==> src/design/fmrt_pkg.sv <==
// Shared types, constants and command/status structs for the first-match
// packet rule table. No dependencies; imported by all design files but fmrt_ram.
package fmrt_pkg;

  // Table geometry.
  localparam int unsigned RulesPerDir = 128;
  localparam int unsigned TableDepth  = 2 * RulesPerDir;
  localparam int unsigned SlotW       = (RulesPerDir > 1) ? $clog2(RulesPerDir) : 1;
  localparam int unsigned EntryW      = $clog2(TableDepth);

  // Field widths of the request and response transactions.
  localparam int unsigned OpW       = 3;
  localparam int unsigned IndexW    = 7;
  localparam int unsigned IfaceW    = 8;
  localparam int unsigned AddrW     = 32;
  localparam int unsigned ProtoW    = 8;
  localparam int unsigned PortW     = 16;
  localparam int unsigned ActionW   = 8;
  localparam int unsigned MatchIdxW = 7;

  // IP protocol numbers that a rule can match.
  localparam logic [ProtoW-1:0] ProtoTcp = 8'd6;
  localparam logic [ProtoW-1:0] ProtoUdp = 8'd17;

  typedef enum logic [OpW-1:0] {
    OP_CLASSIFY = 3'd0,
    OP_ADD      = 3'd1,
    OP_DELETE   = 3'd2,
    OP_EDIT     = 3'd3,
    OP_DUP      = 3'd4,
    OP_SHOW     = 3'd5
  } op_e;

  // One request as taken from the input stream.
  typedef struct packed {
    logic [OpW-1:0]     op;
    logic               dir;
    logic [IndexW-1:0]  index;
    logic [IfaceW-1:0]  iface_id;
    logic [AddrW-1:0]   addr;
    logic [AddrW-1:0]   mask;
    logic [ProtoW-1:0]  proto;
    logic [PortW-1:0]   port;
    logic [ActionW-1:0] action;
  } req_t;

  // One stored rule, as held in the rule memory.
  typedef struct packed {
    logic [AddrW-1:0]   addr;
    logic [AddrW-1:0]   mask;
    logic [IfaceW-1:0]  iface_id;
    logic [ProtoW-1:0]  proto;
    logic [PortW-1:0]   port;
    logic [ActionW-1:0] action;
    logic               dup;
  } rule_t;

  // One response.
  typedef struct packed {
    logic                 status;
    logic                 verdict;
    logic                 matched;
    logic [MatchIdxW-1:0] match_index;
  } res_t;

  typedef enum logic [1:0] {
    ASEL_REQ,
    ASEL_SCAN,
    ASEL_OTHER
  } addr_sel_e;

  typedef enum logic [1:0] {
    WSEL_ADD,
    WSEL_EDIT,
    WSEL_COPY
  } wdata_sel_e;

  typedef enum logic [1:0] {
    RES_ERR,
    RES_OK,
    RES_HIT,
    RES_MISS
  } res_kind_e;

  typedef enum logic [3:0] {
    ST_IDLE,
    ST_DECODE,
    ST_EDIT_WR,
    ST_DUP_CHK,
    ST_DUP_SCAN,
    ST_DUP_SRC,
    ST_CL_SCAN,
    ST_CL_LAST,
    ST_RESP
  } state_e;

  // Commands from the controller to the datapath.
  typedef struct packed {
    logic       load_req;
    logic       ram_re;
    logic       ram_we;
    addr_sel_e  addr_sel;
    wdata_sel_e wdata_sel;
    logic       valid_set;
    logic       valid_clr;
    logic       cnt_clr;
    logic       cnt_inc;
    logic       scan_rd;
    logic       res_load;
    res_kind_e  res_kind;
    logic       out_load;
  } cmd_t;

  // Status from the datapath to the controller.
  typedef struct packed {
    logic [OpW-1:0] op;
    logic           in_range;
    logic           entry_valid;
    logic           rule_dup;
    logic           other_free;
    logic           cnt_last;
    logic           hit;
    logic           out_free;
  } sts_t;

endpackage

==> src/design/fmrt_ctrl.sv <==
// Controller state machine of the rule table: sequences table updates,
// duplicate search and classification scans. Depends on fmrt_pkg.
module fmrt_ctrl
  import fmrt_pkg::*;
(
  input  logic clk_i,
  input  logic rst_ni,
  input  logic in_valid_i,
  output logic in_ready_o,
  input  sts_t sts_i,
  output cmd_t cmd_o
);

  state_e state_q, state_d;

  // State register.
  always_ff @(posedge clk_i or negedge rst_ni) begin
    if (!rst_ni) begin
      state_q <= ST_IDLE;
    end else begin
      state_q <= state_d;
    end
  end

  // Next state and commands.
  always_comb begin
    state_d    = state_q;
    cmd_o      = '0;
    in_ready_o = 1'b0;
    unique case (state_q)
      ST_IDLE: begin
        in_ready_o = 1'b1;
        if (in_valid_i) begin
          cmd_o.load_req = 1'b1;
          state_d        = ST_DECODE;
        end
      end
      ST_DECODE: begin
        cmd_o.addr_sel = ASEL_REQ;
        cmd_o.res_load = 1'b1;
        cmd_o.res_kind = RES_ERR;
        state_d        = ST_RESP;
        unique case (sts_i.op)
          OP_CLASSIFY: begin
            cmd_o.res_load = 1'b0;
            cmd_o.cnt_clr  = 1'b1;
            state_d        = ST_CL_SCAN;
          end
          OP_ADD: begin
            if (sts_i.in_range && !sts_i.entry_valid) begin
              cmd_o.ram_we    = 1'b1;
              cmd_o.wdata_sel = WSEL_ADD;
              cmd_o.valid_set = 1'b1;
              cmd_o.res_kind  = RES_OK;
            end
          end
          OP_DELETE: begin
            if (sts_i.entry_valid) begin
              cmd_o.valid_clr = 1'b1;
              cmd_o.res_kind  = RES_OK;
            end
          end
          OP_EDIT: begin
            // Read first so that the duplicated mark is kept.
            if (sts_i.entry_valid) begin
              cmd_o.res_load = 1'b0;
              cmd_o.ram_re   = 1'b1;
              state_d        = ST_EDIT_WR;
            end
          end
          OP_DUP: begin
            if (sts_i.entry_valid) begin
              cmd_o.res_load = 1'b0;
              cmd_o.ram_re   = 1'b1;
              state_d        = ST_DUP_CHK;
            end
          end
          default: begin
            // Show and the unused codes fail.
          end
        endcase
      end
      ST_EDIT_WR: begin
        cmd_o.addr_sel  = ASEL_REQ;
        cmd_o.ram_we    = 1'b1;
        cmd_o.wdata_sel = WSEL_EDIT;
        cmd_o.res_load  = 1'b1;
        cmd_o.res_kind  = RES_OK;
        state_d         = ST_RESP;
      end
      ST_DUP_CHK: begin
        if (sts_i.rule_dup) begin
          cmd_o.res_load = 1'b1;
          cmd_o.res_kind = RES_ERR;
          state_d        = ST_RESP;
        end else begin
          cmd_o.cnt_clr = 1'b1;
          state_d       = ST_DUP_SCAN;
        end
      end
      ST_DUP_SCAN: begin
        // Walk the other direction for its lowest free slot.
        cmd_o.addr_sel = ASEL_OTHER;
        if (sts_i.other_free) begin
          cmd_o.ram_we    = 1'b1;
          cmd_o.wdata_sel = WSEL_COPY;
          cmd_o.valid_set = 1'b1;
          state_d         = ST_DUP_SRC;
        end else if (sts_i.cnt_last) begin
          cmd_o.res_load = 1'b1;
          cmd_o.res_kind = RES_ERR;
          state_d        = ST_RESP;
        end else begin
          cmd_o.cnt_inc = 1'b1;
        end
      end
      ST_DUP_SRC: begin
        // Mark the source rule as duplicated as well.
        cmd_o.addr_sel  = ASEL_REQ;
        cmd_o.ram_we    = 1'b1;
        cmd_o.wdata_sel = WSEL_COPY;
        cmd_o.res_load  = 1'b1;
        cmd_o.res_kind  = RES_OK;
        state_d         = ST_RESP;
      end
      ST_CL_SCAN: begin
        // One slot read per cycle; the compare works on the read data in the cycle after.
        cmd_o.addr_sel = ASEL_SCAN;
        if (sts_i.hit) begin
          cmd_o.res_load = 1'b1;
          cmd_o.res_kind = RES_HIT;
          state_d        = ST_RESP;
        end else begin
          cmd_o.ram_re  = 1'b1;
          cmd_o.scan_rd = 1'b1;
          if (sts_i.cnt_last) begin
            state_d = ST_CL_LAST;
          end else begin
            cmd_o.cnt_inc = 1'b1;
          end
        end
      end
      ST_CL_LAST: begin
        cmd_o.res_load = 1'b1;
        cmd_o.res_kind = sts_i.hit ? RES_HIT : RES_MISS;
        state_d        = ST_RESP;
      end
      ST_RESP: begin
        if (sts_i.out_free) begin
          cmd_o.out_load = 1'b1;
          state_d        = ST_IDLE;
        end
      end
      default: begin
        state_d = ST_IDLE;
      end
    endcase
  end

endmodule

==> config.mk <==
export PLATFORM = sky130hd
export DESIGN_NAME = fmrt_ctrl
export DESIGN_NICKNAME = d
export VERILOG_FILES = /design/src/design/fmrt_pkg.sv /design/src/design/fmrt_ctrl.sv
export SDC_FILE = /design/constraint.sdc
export NUM_CORES = 1
export LEC_CHECK = 0
export BUFFER_PORTS_ARGS = -buffer_cell sky130_fd_sc_hd__buf_4
export CAP_MARGIN = 10
export CORE_UTILIZATION = 43
export CTS_CLUSTER_SIZE = 12
export DETAILED_ROUTE_END_ITERATION = 7
export MAX_ROUTING_LAYER = met4
export PLACE_DENSITY_LB_ADDON = 0.08
export REMOVE_ABC_BUFFERS = 1
export SLEW_MARGIN = 10
export SYNTH_ARGS = -nofsm -noshare
export SYNTH_HDL_FRONTEND = slang
export SYNTH_SLANG_ARGS = --single-unit
==> constraint.sdc <==
create_clock -name clk_i -period 1.8 [get_ports clk_i]
set_input_delay 0.18 -clock clk_i [delete_from_list [all_inputs] [get_ports clk_i]]
set_output_delay 0.18 -clock clk_i [all_outputs]
set_load 0.02 [all_outputs]
======== Yosys cells after proc, flatten, opt, wreduce, memory -nomap -nowiden ========
Cells that the tools add are included.
storage, ports and cells
  logic and storage cells ................. 76
  memory bits (writable) .................. 0
  input port bits ......................... 13
  latch bits .............................. 0
  memories ................................ 0
  bits in registers ....................... 4
  memory bits (read-only) ................. 0
  output and inout port bits .............. 17
cells by class
  add/subtract/negate cells ............... 0
  muxes and demuxes ....................... 51
  bitwise operators ....................... 0
  reductions and logical operators ........ 8
  multiply operators ...................... 0
  shifts and indexed selects .............. 0
  div/mod/pow operators ................... 0
  order comparisons ....................... 0
  equality and inequality tests ........... 16
operator list
  operator            number
  $mux 4              9
  $pmux 4 s7          1
  $mux 1              24
  $pmux 3 s6          1
  $eq 4x3->1 const B  4
  $mux 3              5
  $pmux 1 s2          6
  $pmux 4 s3          1
  $eq 4x2->1 const B  2
  $pmux 2 s4          1
  $eq 3x2->1 const B  2
  $ne 3x3->1 const B  2
  $eq 4x1->1 const B  1
  $eq 4x4->1 const B  1
  $logic_not 4->1     1
  $ne 2x2->1 const B  2
  $pmux 2 s2          1
  $reduce_and 4->1    1
  $reduce_or 2->1     2
  $eq 3x1->1 const B  1
  $eq 3x3->1 const B  1
  $logic_not 3->1     1
  $pmux 1 s3          1
  $reduce_or 3->1     1
  3 further kinds     3

======== Depth between registers and ports, before layout ========
Gate-level depths: netlist of run 1.
  word-level depth ........................ 5
  gate-level depth with buffers ........... 5
  gate-level depth less buffers ........... 4

======== Least setup slack after synthesis of run 1 ========
OpenSTA, ideal clock, no wires.
  path type ............................... register to output
  start ................................... register state_q[0]
  end ..................................... output port cmd_o[15] in the netlist's numbering
  stages on the path, launching flop included .. 5
  data arrival time ....................... 1.692 ns
  setup slack ............................. -0.072 ns
  required time ........................... 1.620 ns
  buffers on the path ..................... 2
  cells stage by stage .................... dfrtp_1 buf_4 clkbuf_1 nor4_1 and2_1
RTL lines
  element                 RTL line         text
  from (decl)             fmrt_ctrl.sv:14  state_e state_q, state_d;
  from (signal assigned)  fmrt_ctrl.sv:21  state_q <= state_d;
  to (decl)               fmrt_ctrl.sv:11  output cmd_t cmd_o

==> impl_metrics.prom, run 1 <==
# TYPE chip_impl_metric gauge
chip_impl_metric{name="summed_instance_area_of_the_synthesized_netlist",unit="sq um"} 573
chip_impl_info{name="r2r_start",value="state_q[2]"} 1
chip_impl_metric{name="power_density",unit="nW/um^2"} 1060
chip_impl_metric{name="drt_wl_total",unit="um"} 1920
chip_impl_metric{name="synth_adder_area_share",unit="%"} 0
chip_impl_metric{name="irDropWorstVdd",unit="mV"} 0.821
chip_impl_info{name="ys.flop_type",value="dfrtp_1"} 1
chip_impl_metric{name="io_pins",unit=""} 30
chip_impl_metric{name="detailroute.via_count",unit=""} 757
chip_impl_metric{name="async_reset_ff_share",unit="%"} 100
chip_impl_metric{name="area_growth_syn_to_layout",unit="%"} 64.0
chip_impl_metric{name="final_util",unit="%"} 80.2
chip_impl_metric{name="grt_overflow",unit=""} 0
chip_impl_info{name="path_class",value="reg2out"} 1
chip_impl_metric{name="fin_crit",unit="ns"} 1.78
chip_impl_metric{name="cts.htree.levels",unit=""} 1
chip_impl_metric{name="power_leakage",unit="nW"} 0.463
chip_impl_metric{name="maxClockFrequency",unit="MHz"} 562
chip_impl_metric{name="global_route_wire_length_before_repair",unit="um"} 2710
chip_impl_metric{name="clkLatencyLatePin",unit="ns"} 0.24
chip_impl_metric{name="max_slew_margin",unit="%"} 70.0
chip_impl_metric{name="maxCapViolCount",unit=""} 0
chip_impl_metric{name="yosysUniqueCellTypes",unit=""} 36
chip_impl_metric{name="drt-wirelength-per-cell",unit="um"} 14.6
chip_impl_metric{name="initial_antenna_violation_count",unit=""} 0
chip_impl_metric{name="post_synth_inst_count",unit=""} 80
chip_impl_info{name="layout.cells.most_common",value="buf_4"} 1
chip_impl_metric{name="final_hold_fails",unit=""} 0
chip_impl_metric{name="fill_cells",unit=""} 75
chip_impl_metric{name="place_hpwl",unit="um"} 1240
chip_impl_metric{name="number_of_global_route_vias_before_repair",unit=""} 637
chip_impl_info{name="largest_registers",value="state_q x4"} 1
chip_impl_metric{name="antenna-diode-count",unit=""} 0
chip_impl_info{name="hold_path.class",value="in2reg"} 1
chip_impl_metric{name="finalPower",unit="uW"} 999
chip_impl_metric{name="num-nets-final",unit=""} 132
chip_impl_metric{name="synth_warnings",unit=""} 0
chip_impl_metric{name="synthXorXnorAreaFrac",unit="%"} 0
chip_impl_metric{name="multiplexer_fraction_of_the_synthesized_cell_area",unit="%"} 1.97
chip_impl_metric{name="final_worst_clock_skew",unit="ns"} 0.00656
chip_impl_metric{name="initialDrtViolationCount",unit=""} 21
chip_impl_metric{name="die_h",unit="um"} 38.5
chip_impl_info{name="cp-endpoint",value="cmd_o[1]"} 1
chip_impl_info{name="outcome",value="complete, no violations"} 1
chip_impl_metric{name="fp-row-count",unit=""} 12
chip_impl_info{name="timing.critical_path.to_type",value="primary output"} 1
chip_impl_metric{name="rr_worst_depth",unit=""} 6
chip_impl_metric{name="met2WireLength",unit="um"} 995
chip_impl_metric{name="cts.path.max_buffers",unit=""} 2
chip_impl_metric{name="core-area",unit="sq um"} 1170
chip_impl_metric{name="fin_worst_hold_slack",unit="ns"} 0.166
chip_impl_metric{name="worst-endpoint-required",unit="ns"} 1.62
chip_impl_info{name="r2r-end",value="state_q[0]"} 1
chip_impl_metric{name="r2r_slack",unit="ns"} 0.18
chip_impl_metric{name="buffering_stage_count_on_the_worst_path_with_inverters_included",unit=""} 2
chip_impl_info{name="top_metal_used",value="met4"} 1
chip_impl_metric{name="cp_slowest_stage_delay",unit="ns"} 0.45
chip_impl_metric{name="detailroute.wirelength.met3",unit="um"} 92
chip_impl_metric{name="syn_avg_cell_area",unit="sq um"} 7.16
chip_impl_metric{name="largest_reg_flops",unit=""} 4
chip_impl_metric{name="dpl_worst_slack",unit="ns"} 0.134
chip_impl_info{name="cpLargestDelayFamily",value="compound AO/OA/AOI/OAI gates"} 1
chip_impl_info{name="cts.root.buffer_cell",value="clkbuf_4"} 1
chip_impl_metric{name="initial_utilization",unit="%"} 48.9
chip_impl_metric{name="cts_num_sinks",unit=""} 4
chip_impl_metric{name="grt.total_usage",unit="%"} 27.2
chip_impl_info{name="final_cell_mix",value="buf_4, nor2_1, nand2_1"} 1
chip_impl_metric{name="setup_slack",unit="ns"} 0.0205
chip_impl_metric{name="worst-path-stages",unit=""} 6
chip_impl_metric{name="clkTransAtPathRegs",unit="ns"} 0.04
chip_impl_metric{name="yosys.area_share.simple",unit="%"} 47.6
chip_impl_metric{name="least_margin_pin_slew",unit="ns"} 0.444
chip_impl_metric{name="die-width",unit="um"} 38.5
chip_impl_metric{name="ys_seq_elements",unit=""} 4
chip_impl_info{name="grt_setup_unrepaired",value="true"} 1
chip_impl_metric{name="detail_route.wirelength.met1",unit="um"} 812
chip_impl_metric{name="post-route-drc-count",unit=""} 0
chip_impl_info{name="dominant_combinational_cell_family_by_area_after_synthesis",value="simple AND/OR/NAND/NOR gates"} 1
chip_impl_metric{name="antenna_left",unit=""} 0
chip_impl_metric{name="drive_above_1_share",unit="%"} 47.9
chip_impl_metric{name="largest_fanout_on_the_critical_path",unit=""} 6
chip_impl_info{name="largest-register",value="state_q"} 1
chip_impl_info{name="cpMaxStageDelayCell",value="dfrtp_2"} 1
chip_impl_metric{name="maxSlewViolCount",unit=""} 0
chip_impl_metric{name="sequential_share_of_the_synthesized_area",unit="%"} 17.5
chip_impl_info{name="crit_top_cell",value="buf_6"} 1
chip_impl_metric{name="setup_viol",unit=""} 0
chip_impl_metric{name="arrival_time_at_the_worst_endpoint",unit="ns"} 1.60
chip_impl_metric{name="via_density_per_instance",unit=""} 5.78
chip_impl_metric{name="final_min_period_over_clock_period",unit="%"} 98.9
chip_impl_info{name="timing.critical_path.from",value="state_q[2]"} 1
chip_impl_metric{name="gp_congestion",unit=""} 0.888
chip_impl_info{name="critical_path_cell_sequence",value="buf_6 -> nand3b_1 -> o21a_1 -> a21oi_1 -> a311o_1 -> buf_6"} 1
chip_impl_metric{name="synth_edf_count",unit=""} 0
chip_impl_metric{name="buffer_ports.inserted",unit=""} 29
chip_impl_info{name="crit_path_start_kind",value="register"} 1
chip_impl_metric{name="grt_max_degree",unit=""} 17
chip_impl_metric{name="drt-pass1-iter-count",unit=""} 4
chip_impl_info{name="tritoncts",value="done"} 1
chip_impl_metric{name="number_of_buffers_added_by_the_clock_tree_synthesis_step",unit=""} 3
chip_impl_metric{name="die_area",unit="sq um"} 1480
chip_impl_metric{name="fraction_of_the_mapped_netlist_area_in_compound_gates",unit="%"} 23.8
==> worst min-delay path by stage <==
stage / start / endpoint / slack [ns] / depth (start not counted)
2_1_floorplan: rst_ni / state_q[0] / -0.12 / 0
3_3_place_gp: rst_ni / state_q[2] / -0.02 / 1
3_5_place_dp: rst_ni / state_q[1] / -0.02 / 1
4_1_cts: sts_i[0] / state_q[3] / 0.17 / 2
5_1_grt: sts_i[0] / state_q[3] / 0.17 / 2
6_report: sts_i[0] / state_q[3] / 0.17 / 2
==> routing by layer <==
layer  track usage (%)  up-vias
met5                 -        -
met4              7.76        0
met3              3.49        2
met2              44.2       32
met1              35.2      357
li1                  -      366
==> cell usage after synthesis, drive strengths merged (2+ instances only) <==
| master | instances | share of area (%) |
|---|---|---|
| inv | 5 | 3.3 |
| a211oi | 2 | 2.6 |
| nor3 | 5 | 4.4 |
| o21ai | 3 | 2.6 |
| nand2b | 3 | 3.3 |
| and3 | 2 | 2.2 |
| a21oi | 2 | 1.7 |
| dfrtp | 4 | 17 |
| nand3b | 3 | 3.9 |
| nor4b | 2 | 4.1 |
| a211o | 2 | 3.1 |
| nor2b | 4 | 4.4 |
| nand2 | 8 | 5.2 |
| nor2 | 10 | 6.6 |
| nor4 | 3 | 4.4 |
| buf | 5 | 5.2 |
| o21a | 2 | 2.6 |
==> where the power goes <==
| group | leakage (nW) | total, mW | switching, mW | internal (mW) |
|---|---|---|---|---|
| sequential | 0.0471 | 0.188 | 0.0646 | 0.124 |
| combinational | 0.402 | 0.700 | 0.363 | 0.338 |
| clock | 0.0138 | 0.110 | 0.0356 | 0.0745 |
| total | 0.463 | 0.999 | 0.463 | 0.536 |
==> cell families (layout without fill, tap and decap cells) <==
logic type	after synthesis	in the layout
compound gates	17	17
buf+inv	11	48
flops	4	4
mux	1	1
simple gates	47	47
==> what timing repair did <==
item                                    CTS  global route
hold endpoints to repair                  4             0
hold buffers                              1             0
gates resized for setup                   6             8
pin swaps                                 0             1
setup buffers                             0             6
endpoints found under the setup margin    5             5
==> through the flow <==
step	setup TNS (ns)	cells	instance area, sq um
floorplan	-0.162	74	539
global placement	0	121	805
detailed placement	0	121	805
CTS	0	125	857
global route	-0.169	131	940
finish	0	131	940
==> worst register-to-register path, cell delays in order, from the launching register on <==
cell and delay [ns]:
dfrtp_2 0.45, buf_6 0.16, buf_12 0.13, nor2b_1 0.13
a2bb2oi_1 0.13, o21a_1 0.19, a2111oi_2 0.31
==> layout make-up <==
cell class / count / area, sq um / share of cell area, %
clock buffer: 3 / 22.5 / 2.40
inverter: 5 / 18.8 / 2.00
multi-input combinational: 65 / 455 / 48.5
sequential: 4 / 105 / 11.2
tap: 14 / 17.5 / 1.86
timing repair buffer: 40 / 320 / 34.1
No activity file was read; power rests on OpenSTA's default activity.
==> inputs of run 2 (changes only) <==
- REMOVE_ABC_BUFFERS: 1 -> unset
==> impl_metrics.prom, run 2 (synthesized netlist as in run 1, its figures left out) <==
# TYPE chip_impl_metric gauge
chip_impl_info{name="outcome",value="finished, violations left"} 1
chip_impl_info{name="violated_checks",value="negative setup slack"} 1
chip_impl_info{name="timing.hold.worst.start",value="sts_i[0]"} 1
chip_impl_info{name="path_class",value="reg2out"} 1
chip_impl_metric{name="fin_crit",unit="ns"} 1.80
chip_impl_metric{name="drt_wl_total",unit="um"} 1770
chip_impl_info{name="timing.hold.worst_endpoint",value="state_q[3]"} 1
chip_impl_metric{name="cts.htree.levels",unit=""} 1
chip_impl_info{name="hold_path.class",value="in2reg"} 1
chip_impl_info{name="tritoncts",value="done"} 1
chip_impl_info{name="top_metal_used",value="met3"} 1
chip_impl_metric{name="buffer_ports.inserted",unit=""} 29
chip_impl_metric{name="final_worst_clock_skew",unit="ns"} 0.00349
chip_impl_metric{name="initialDrtViolationCount",unit=""} 13
chip_impl_metric{name="die_h",unit="um"} 38.5
chip_impl_metric{name="holdPathStages",unit=""} 2
chip_impl_metric{name="final_min_period_over_clock_period",unit="%"} 100
chip_impl_metric{name="cts.path.max_buffers",unit=""} 2
chip_impl_metric{name="place_hpwl",unit="um"} 1290
chip_impl_metric{name="maxClockFrequency",unit="MHz"} 554
chip_impl_info{name="grt_setup_unrepaired",value="true"} 1
chip_impl_metric{name="die-width",unit="um"} 38.5
chip_impl_metric{name="global_route_wire_length_before_repair",unit="um"} 2770
chip_impl_metric{name="largest_reg_flops",unit=""} 4
chip_impl_metric{name="final_util",unit="%"} 77.0
chip_impl_metric{name="drt-pass1-iter-count",unit=""} 4
chip_impl_metric{name="detail_route.wirelength.met1",unit="um"} 798
chip_impl_metric{name="antenna_left",unit=""} 0
chip_impl_metric{name="post-route-drc-count",unit=""} 0
chip_impl_metric{name="io_pins",unit=""} 30
chip_impl_metric{name="area_growth_syn_to_layout",unit="%"} 57.4
chip_impl_metric{name="max_slew_margin",unit="%"} 71.6
chip_impl_metric{name="grt.total_usage",unit="%"} 27.5
chip_impl_metric{name="setup_slack",unit="ns"} -0.00402
chip_impl_metric{name="detailroute.via_count",unit=""} 723
chip_impl_metric{name="power_leakage",unit="nW"} 0.441
chip_impl_metric{name="least_margin_pin_slew",unit="ns"} 0.421
chip_impl_metric{name="fin_worst_hold_slack",unit="ns"} 0.176
chip_impl_metric{name="maxSlewViolCount",unit=""} 0
chip_impl_metric{name="rr_worst_depth",unit=""} 5
chip_impl_metric{name="antenna-diode-count",unit=""} 0
chip_impl_metric{name="drt-wirelength-per-cell",unit="um"} 13.9
chip_impl_metric{name="stdcell_count",unit=""} 127
chip_impl_info{name="cts.root.buffer_cell",value="clkbuf_4"} 1
chip_impl_metric{name="irDropWorstVdd",unit="mV"} 0.690
chip_impl_info{name="r2r-end",value="state_q[0]"} 1
chip_impl_metric{name="detailroute.wirelength.met3",unit="um"} 62
chip_impl_metric{name="finalPower",unit="uW"} 960
chip_impl_info{name="layout.cells.most_common",value="buf_4"} 1
chip_impl_metric{name="number_of_buffers_added_by_the_clock_tree_synthesis_step",unit=""} 3
chip_impl_metric{name="worst-endpoint-required",unit="ns"} 1.62
chip_impl_metric{name="core-area",unit="sq um"} 1170
chip_impl_metric{name="cts_setup_buffers",unit=""} 0
chip_impl_metric{name="number_of_placed_instances_with_taps_included",unit=""} 122
chip_impl_metric{name="drive_above_1_share",unit="%"} 45.1
chip_impl_metric{name="initial_antenna_violation_count",unit=""} 0
chip_impl_metric{name="maxCapViolCount",unit=""} 0
chip_impl_metric{name="cts_num_sinks",unit=""} 4
chip_impl_metric{name="synth_nets",unit=""} 93
chip_impl_metric{name="number_of_global_route_vias_before_repair",unit=""} 626
chip_impl_metric{name="clkLatencyLatePin",unit="ns"} 0.23
chip_impl_metric{name="num-nets-final",unit=""} 128
chip_impl_metric{name="cell_area_after_placement",unit="sq um"} 818
chip_impl_metric{name="arrival_time_at_the_worst_endpoint",unit="ns"} 1.62
chip_impl_metric{name="largest_fanout_on_the_critical_path",unit=""} 6
chip_impl_metric{name="die_area",unit="sq um"} 1480
chip_impl_metric{name="stdcell_area",unit="sq um"} 902
chip_impl_metric{name="initial_utilization",unit="%"} 48.9
chip_impl_info{name="largest-register",value="state_q"} 1
chip_impl_metric{name="final_hold_fails",unit=""} 0
chip_impl_metric{name="setup_viol",unit=""} 1
chip_impl_metric{name="met2WireLength",unit="um"} 908
chip_impl_info{name="final_cell_mix",value="buf_4, nor2_1, nand2_1"} 1
chip_impl_metric{name="gp_congestion",unit=""} 0.884
chip_impl_metric{name="power_density",unit="nW/um^2"} 1060
chip_impl_metric{name="grt_max_degree",unit=""} 13
chip_impl_info{name="timing.critical_path.to_type",value="primary output"} 1
chip_impl_info{name="largest_registers",value="state_q x4"} 1
chip_impl_info{name="crit_path_start_kind",value="register"} 1
chip_impl_metric{name="grt_overflow",unit=""} 0
chip_impl_metric{name="r2r_slack",unit="ns"} 0.27
chip_impl_metric{name="via_density_per_instance",unit=""} 5.69
chip_impl_metric{name="clkTransAtPathRegs",unit="ns"} 0.04
chip_impl_info{name="r2r_start",value="state_q[2]"} 1
chip_impl_metric{name="fp-row-count",unit=""} 12
run 2: critical path, cell delays in order, from the launching register on:
cell      delay (ns)
dfrtp_2         0.47
buf_6           0.16
nand3b_1        0.10
o21ai_1         0.09
a221oi_2        0.32
nand2_1         0.11
buf_6           0.14
run 2: what timing repair did:
| item | 4_1_cts | 5_1_grt |
|---|---|---|
| gates resized for setup | 5 | 6 |
| hold buffers | 1 | 0 |
| setup endpoints to repair | 3 | 5 |
| endpoints found under the hold margin | 4 | 0 |
| pin swaps | 1 | 2 |
| gates cloned | 0 | 1 |
run 2: metrics by stage:
| stage | setup TNS [ns] | setup WS, ns |
|---|---|---|
| CTS | 0 | 0.00114 |
| detailed placement | 0 | 0.202 |
| finish | -0.00402 | -0.00402 |
| global placement | 0 | 0.207 |
| global route | -0.146 | -0.0537 |
| floorplan | 0 | 0.0304 |
run 2: final cells by class:
type                    count  area [sq um]
inverters                   5          18.8
clock buffers               3          22.5
flip-flops and latches      4           105
repair buffers             36           278
well taps                  14          17.5
fillers                    96           269
multi-input cells          65           460
run 2: power breakdown:
part,switching [mW],total [mW],internal [mW]
Clock,0.0356,0.110,0.0745
Sequential,0.0767,0.201,0.124
Combinational,0.333,0.649,0.316
run 2: worst max path at each step:
stage / startpoint / to / slack [ns] / cells past startpoint
after CTS: state_q[3] / cmd_o[1] / 0.001 / 5
after global routing: state_q[2] / cmd_o[3] / -0.05 / 6
after floorplan: state_q[3] / cmd_o[3] / 0.03 / 5
final: state_q[2] / cmd_o[3] / -0.004 / 6
after global placement: state_q[2] / cmd_o[1] / 0.21 / 6
after detailed placement: state_q[2] / cmd_o[1] / 0.20 / 6
run 2: layer usage:
metal	GRT usage, %	up-vias
met3	0	0
met4	8.62	0
met2	43.3	22
met5	-	-
met1	38.6	341
li1	-	360
==> inputs of run 3 (changes only) <==
- CORE_UTILIZATION: 43 -> 39
- clock period: 1.8 -> 1.52 ns (I/O delays scaled with it)
==> impl_metrics.prom, run 3 <==
# TYPE chip_impl_metric gauge
chip_impl_metric{name="gp_congestion",unit=""} 0.827
chip_impl_metric{name="sequential_share_of_the_synthesized_area",unit="%"} 17.5
chip_impl_info{name="toolErrorMsg",value="[ERROR DPL-0033] detailed placement checks failed during check placement."} 1
chip_impl_info{name="postGrtWorstEndpoint",value="cmd_o[3]"} 1
chip_impl_info{name="yosys-top-cells-area",value="dfrtp_1, nor2_1, nand2_1"} 1
chip_impl_metric{name="syn_avg_cell_area",unit="sq um"} 7.16
chip_impl_metric{name="fp-row-count",unit=""} 13
chip_impl_metric{name="initial_utilization",unit="%"} 43.0
chip_impl_info{name="worst-ep-kind",value="output port"} 1
chip_impl_metric{name="grt_max_degree",unit=""} 11
chip_impl_metric{name="io_pins",unit=""} 30
chip_impl_metric{name="place_hpwl",unit="um"} 1550
chip_impl_metric{name="ys_seq_elements",unit=""} 4
chip_impl_metric{name="yosys.area_share.simple",unit="%"} 47.6
chip_impl_metric{name="synth_nets",unit=""} 93
chip_impl_metric{name="synth_warnings",unit=""} 0
chip_impl_metric{name="number_of_buffers_added_by_the_clock_tree_synthesis_step",unit=""} 3
chip_impl_info{name="ys.flop_type",value="dfrtp_1"} 1
chip_impl_metric{name="multiplexer_fraction_of_the_synthesized_cell_area",unit="%"} 1.97
chip_impl_metric{name="summed_instance_area_of_the_synthesized_netlist",unit="sq um"} 573
chip_impl_metric{name="die_h",unit="um"} 40.3
chip_impl_metric{name="synthDominantCellAreaShare",unit="%"} 17.5
chip_impl_info{name="outcome",value="aborted with a tool error"} 1
chip_impl_info{name="yosys-top-cells-count",value="nor2_1, nand2_1, inv_1, nor3_1"} 1
chip_impl_metric{name="async_reset_ff_share",unit="%"} 100
chip_impl_metric{name="cts.htree.levels",unit=""} 1
chip_impl_metric{name="synth_edf_count",unit=""} 0
chip_impl_info{name="count_leader_synth",value="nor2_1"} 1
chip_impl_metric{name="die-width",unit="um"} 40.3
chip_impl_metric{name="buffer_ports.inserted",unit=""} 29
chip_impl_info{name="synthDominantAreaCellType",value="dfrtp_1"} 1
chip_impl_metric{name="cts.path.max_buffers",unit=""} 2
chip_impl_metric{name="post_synth_inst_count",unit=""} 80
chip_impl_metric{name="fraction_of_the_mapped_netlist_area_in_compound_gates",unit="%"} 23.8
chip_impl_metric{name="synth_adder_area_share",unit="%"} 0
chip_impl_info{name="cts.root.buffer_cell",value="clkbuf_4"} 1
chip_impl_info{name="dominant_combinational_cell_family_by_area_after_synthesis",value="simple AND/OR/NAND/NOR gates"} 1
chip_impl_metric{name="synthXorXnorAreaFrac",unit="%"} 0
chip_impl_metric{name="initial_antenna_violation_count",unit=""} 0
chip_impl_metric{name="cts_num_sinks",unit=""} 4
chip_impl_metric{name="yosysUniqueCellTypes",unit=""} 36
chip_impl_info{name="last_stage_reached",value="global routing (5_1_grt)"} 1
run 3: cell families after synthesis:
group,Yosys count
AO/OA/AOI/OAI,17
multiplexers,1
AND/OR/NAND/NOR,47
flip-flops,4
buffers and inverters,11
run 3: timing repair:
| item | 4_1_cts |
|---|---|
| endpoints found under the hold margin | 4 |
| pin swaps | 7 |
| hold buffers | 1 |
| buffers inserted | 5 |
| setup endpoints to repair | 15 |
| gates resized for setup | 30 |
run 3: stage by stage:
stage / setup WS (ns) / instance area [sq um] / hold slack [ns] / instances
3_3_place_gp: 0.0107 / 942 / -0.0484 / 138
4_1_cts: -0.201 / 1130 / 0.143 / 147
2_1_floorplan: -0.0563 / 589 / -0.144 / 80
3_5_place_dp: -0.0796 / 942 / -0.0480 / 138
==> inputs of run 4 (changes only) <==
- CORE_AREA: unset -> 2 2 63 65
- CORE_UTILIZATION: 39 -> unset
- CTS_CLUSTER_SIZE: 12 -> unset
- DIE_AREA: unset -> 0 0 65 67
- MAX_ROUTING_LAYER: met4 -> unset
- PLACE_DENSITY_LB_ADDON: 0.08 -> 0.15
- clock period: 1.52 -> 1.98 ns (I/O delays scaled with it)
==> impl_metrics.prom, run 4 (synthesized netlist as in run 1, its figures left out) <==
# TYPE chip_impl_metric gauge
chip_impl_metric{name="clkTransAtPathRegs",unit="ns"} 0.03
chip_impl_metric{name="register_area",unit="sq um"} 104
chip_impl_metric{name="irDropWorstVdd",unit="mV"} 0.339
chip_impl_metric{name="die_area",unit="sq um"} 4360
chip_impl_metric{name="power_leakage",unit="nW"} 0.430
chip_impl_info{name="critical_path_cell_sequence",value="nor4b_2 -> and4_1 -> a311o_1 -> buf_4"} 1
chip_impl_info{name="grt_most_used_layer",value="met2"} 1
chip_impl_metric{name="place_hpwl",unit="um"} 1670
chip_impl_metric{name="p_int",unit="uW"} 494
chip_impl_metric{name="cts_num_sinks",unit=""} 4
chip_impl_metric{name="number_of_global_route_vias_before_repair",unit=""} 641
chip_impl_info{name="cts.root.buffer_cell",value="clkbuf_8"} 1
chip_impl_metric{name="final_worst_clock_skew",unit="ns"} 0.00478
chip_impl_metric{name="io_pins",unit=""} 30
chip_impl_metric{name="largest_fanout_on_the_critical_path",unit=""} 12
chip_impl_metric{name="grt_overflow",unit=""} 0
chip_impl_metric{name="comb_power_share",unit="%"} 61.0
chip_impl_metric{name="cts.htree.levels",unit=""} 1
chip_impl_metric{name="drt_wl_total",unit="um"} 2060
chip_impl_info{name="final_cell_mix",value="buf_4, nor2_1, nand2_1"} 1
chip_impl_metric{name="maxSlewViolCount",unit=""} 0
chip_impl_metric{name="grt_max_degree",unit=""} 13
chip_impl_metric{name="gp_congestion",unit=""} 0.803
chip_impl_metric{name="antenna-diode-count",unit=""} 0
chip_impl_metric{name="global_route_wire_length_before_repair",unit="um"} 3260
chip_impl_metric{name="setup_viol",unit=""} 0
chip_impl_metric{name="die_h",unit="um"} 67
chip_impl_metric{name="fp-row-count",unit=""} 22
chip_impl_metric{name="grt.total_usage",unit="%"} 9.88
chip_impl_metric{name="num-nets-final",unit=""} 126
chip_impl_info{name="outcome",value="complete, no violations"} 1
chip_impl_metric{name="largest_reg_flops",unit=""} 4
chip_impl_metric{name="met3_usage",unit="%"} 2.87
chip_impl_info{name="largest_registers",value="state_q x4"} 1
chip_impl_metric{name="initial_antenna_violation_count",unit=""} 0
chip_impl_metric{name="final_util",unit="%"} 25.3
chip_impl_metric{name="power_density",unit="nW/um^2"} 979
chip_impl_metric{name="power_frac_clock",unit="%"} 18.6
chip_impl_metric{name="final_hold_fails",unit=""} 0
chip_impl_metric{name="grt_use_met2",unit="%"} 15.7
chip_impl_info{name="path_class",value="reg2out"} 1
chip_impl_metric{name="cts.path.max_buffers",unit=""} 2
chip_impl_metric{name="seq_power_share",unit="%"} 20.4
chip_impl_info{name="hold_path.class",value="in2reg"} 1
chip_impl_metric{name="post-route-drc-count",unit=""} 0
chip_impl_metric{name="synth_nets",unit=""} 93
chip_impl_metric{name="arrival_time_at_the_worst_endpoint",unit="ns"} 1.66
chip_impl_metric{name="initial_utilization",unit="%"} 15.9
chip_impl_metric{name="initialDrtViolationCount",unit=""} 31
chip_impl_metric{name="maxClockFrequency",unit="MHz"} 538
chip_impl_metric{name="fill_cells",unit=""} 407
chip_impl_info{name="layout.cells.most_common",value="buf_4"} 1
chip_impl_metric{name="buffer_ports.inserted",unit=""} 29
chip_impl_metric{name="cp_slowest_stage_delay",unit="ns"} 0.49
chip_impl_metric{name="switching_share",unit="%"} 44.7
chip_impl_metric{name="drt-wirelength-per-cell",unit="um"} 13.0
chip_impl_metric{name="gr-usage-met1",unit="%"} 13.3
chip_impl_metric{name="maxCapViolCount",unit=""} 0
chip_impl_metric{name="max_slew_margin",unit="%"} 68.8
chip_impl_metric{name="area_growth_syn_to_layout",unit="%"} 59.2
chip_impl_metric{name="die-width",unit="um"} 65
chip_impl_metric{name="worst-endpoint-required",unit="ns"} 1.78
chip_impl_metric{name="fin_crit",unit="ns"} 1.86
chip_impl_metric{name="detailroute.via_count",unit=""} 693
chip_impl_info{name="crit_path_start_kind",value="register"} 1
chip_impl_info{name="timing.critical_path.to_type",value="primary output"} 1
chip_impl_metric{name="clkLatencyLatePin",unit="ns"} 0.21
chip_impl_metric{name="p_switching",unit="uW"} 399
chip_impl_metric{name="final.setup.tns",unit="ns"} 0
chip_impl_info{name="largest-register",value="state_q"} 1
chip_impl_info{name="tritoncts",value="done"} 1
chip_impl_metric{name="core-area",unit="sq um"} 3610
chip_impl_info{name="cpMaxStageDelayCell",value="dfrtp_2"} 1
chip_impl_metric{name="antenna_left",unit=""} 0
chip_impl_metric{name="via_density_per_instance",unit=""} 4.36
chip_impl_metric{name="drt-pass1-iter-count",unit=""} 4
chip_impl_metric{name="drive_above_1_share",unit="%"} 42.3
chip_impl_metric{name="final_min_period_over_clock_period",unit="%"} 93.9
chip_impl_metric{name="least_margin_pin_slew",unit="ns"} 0.462
chip_impl_metric{name="multiInputGateArea",unit="sq um"} 430
chip_impl_info{name="grt_setup_unrepaired",value="false"} 1
chip_impl_metric{name="number_of_buffers_added_by_the_clock_tree_synthesis_step",unit=""} 3
## run 4: final cells by class
cell class              instances  area share (%)
multi-input cells              65            47.2
inverters                       5            2.06
clock buffers                   3            4.53
repair buffers                 34            28.3
well taps                      48            6.58
flip-flops and latches          4            11.4
## run 4: worst paths after layout
path | from | end | slack, ns | depth (start not counted)
worst max-delay path | state_q[2] | cmd_o[1] | 0.12 | 4
min in group asynchronous | rst_ni | state_q[3] | 0.32 | 2
worst min-delay path | sts_i[0] | state_q[3] | 0.21 | 2
worst max register to register | state_q[2] | state_q[0] | 0.36 | 4
worst min register to register | state_q[1] | state_q[1] | 0.74 | 3
max in group asynchronous | rst_ni | state_q[2] | 1.55 | 2
## run 4: repair_timing
item | CTS | global route
endpoints found under the setup margin | 2 | 6
hold buffers | 1 | 0
hold endpoints to repair | 4 | 0
gates cloned | 0 | 0
setup buffers | 0 | 0
gates resized for setup | 1 | 5
## run 4: power by group through the flow
stage | clock [mW] | combinational, mW | sequential, mW
finish | 0.166 | 0.545 | 0.182
global route | 0.176 | 0.597 | 0.191
CTS | 0.171 | 0.544 | 0.177
detailed placement | 0 | 0.538 | 0.178
global placement | 0 | 0.543 | 0.178
floorplan | 0 | 0.389 | 0.125
## run 4: layer usage
metal	up-vias	wire length, um
met4	0	0
met3	0	112
met1	323	974
met5	-	0
li1	352	-
met2	18	976
## run 4: per-stage QoR
step | std cells | hold slack [ns] | worst slack [ns] | cell area (sq um) | power [mW]
floorplan | 80 | -0.0976 | 0.0901 | 573 | 0.513
global placement | 155 | -0.000709 | 0.253 | 847 | 0.721
detailed placement | 155 | -0.00178 | 0.158 | 847 | 0.716
CTS | 159 | 0.213 | 0.0381 | 903 | 0.892
global route | 159 | 0.219 | 0.00171 | 912 | 0.965
finish | 159 | 0.211 | 0.121 | 912 | 0.893
## run 4: worst max-delay path: cells and delay by family, from the launching register on
kind	cells	cell delay [ns]
and+or+nand+nor	2	0.69
AOI/OAI and AO/OA	1	0.13
DFF	1	0.49
buffers and inverters	1	0.14
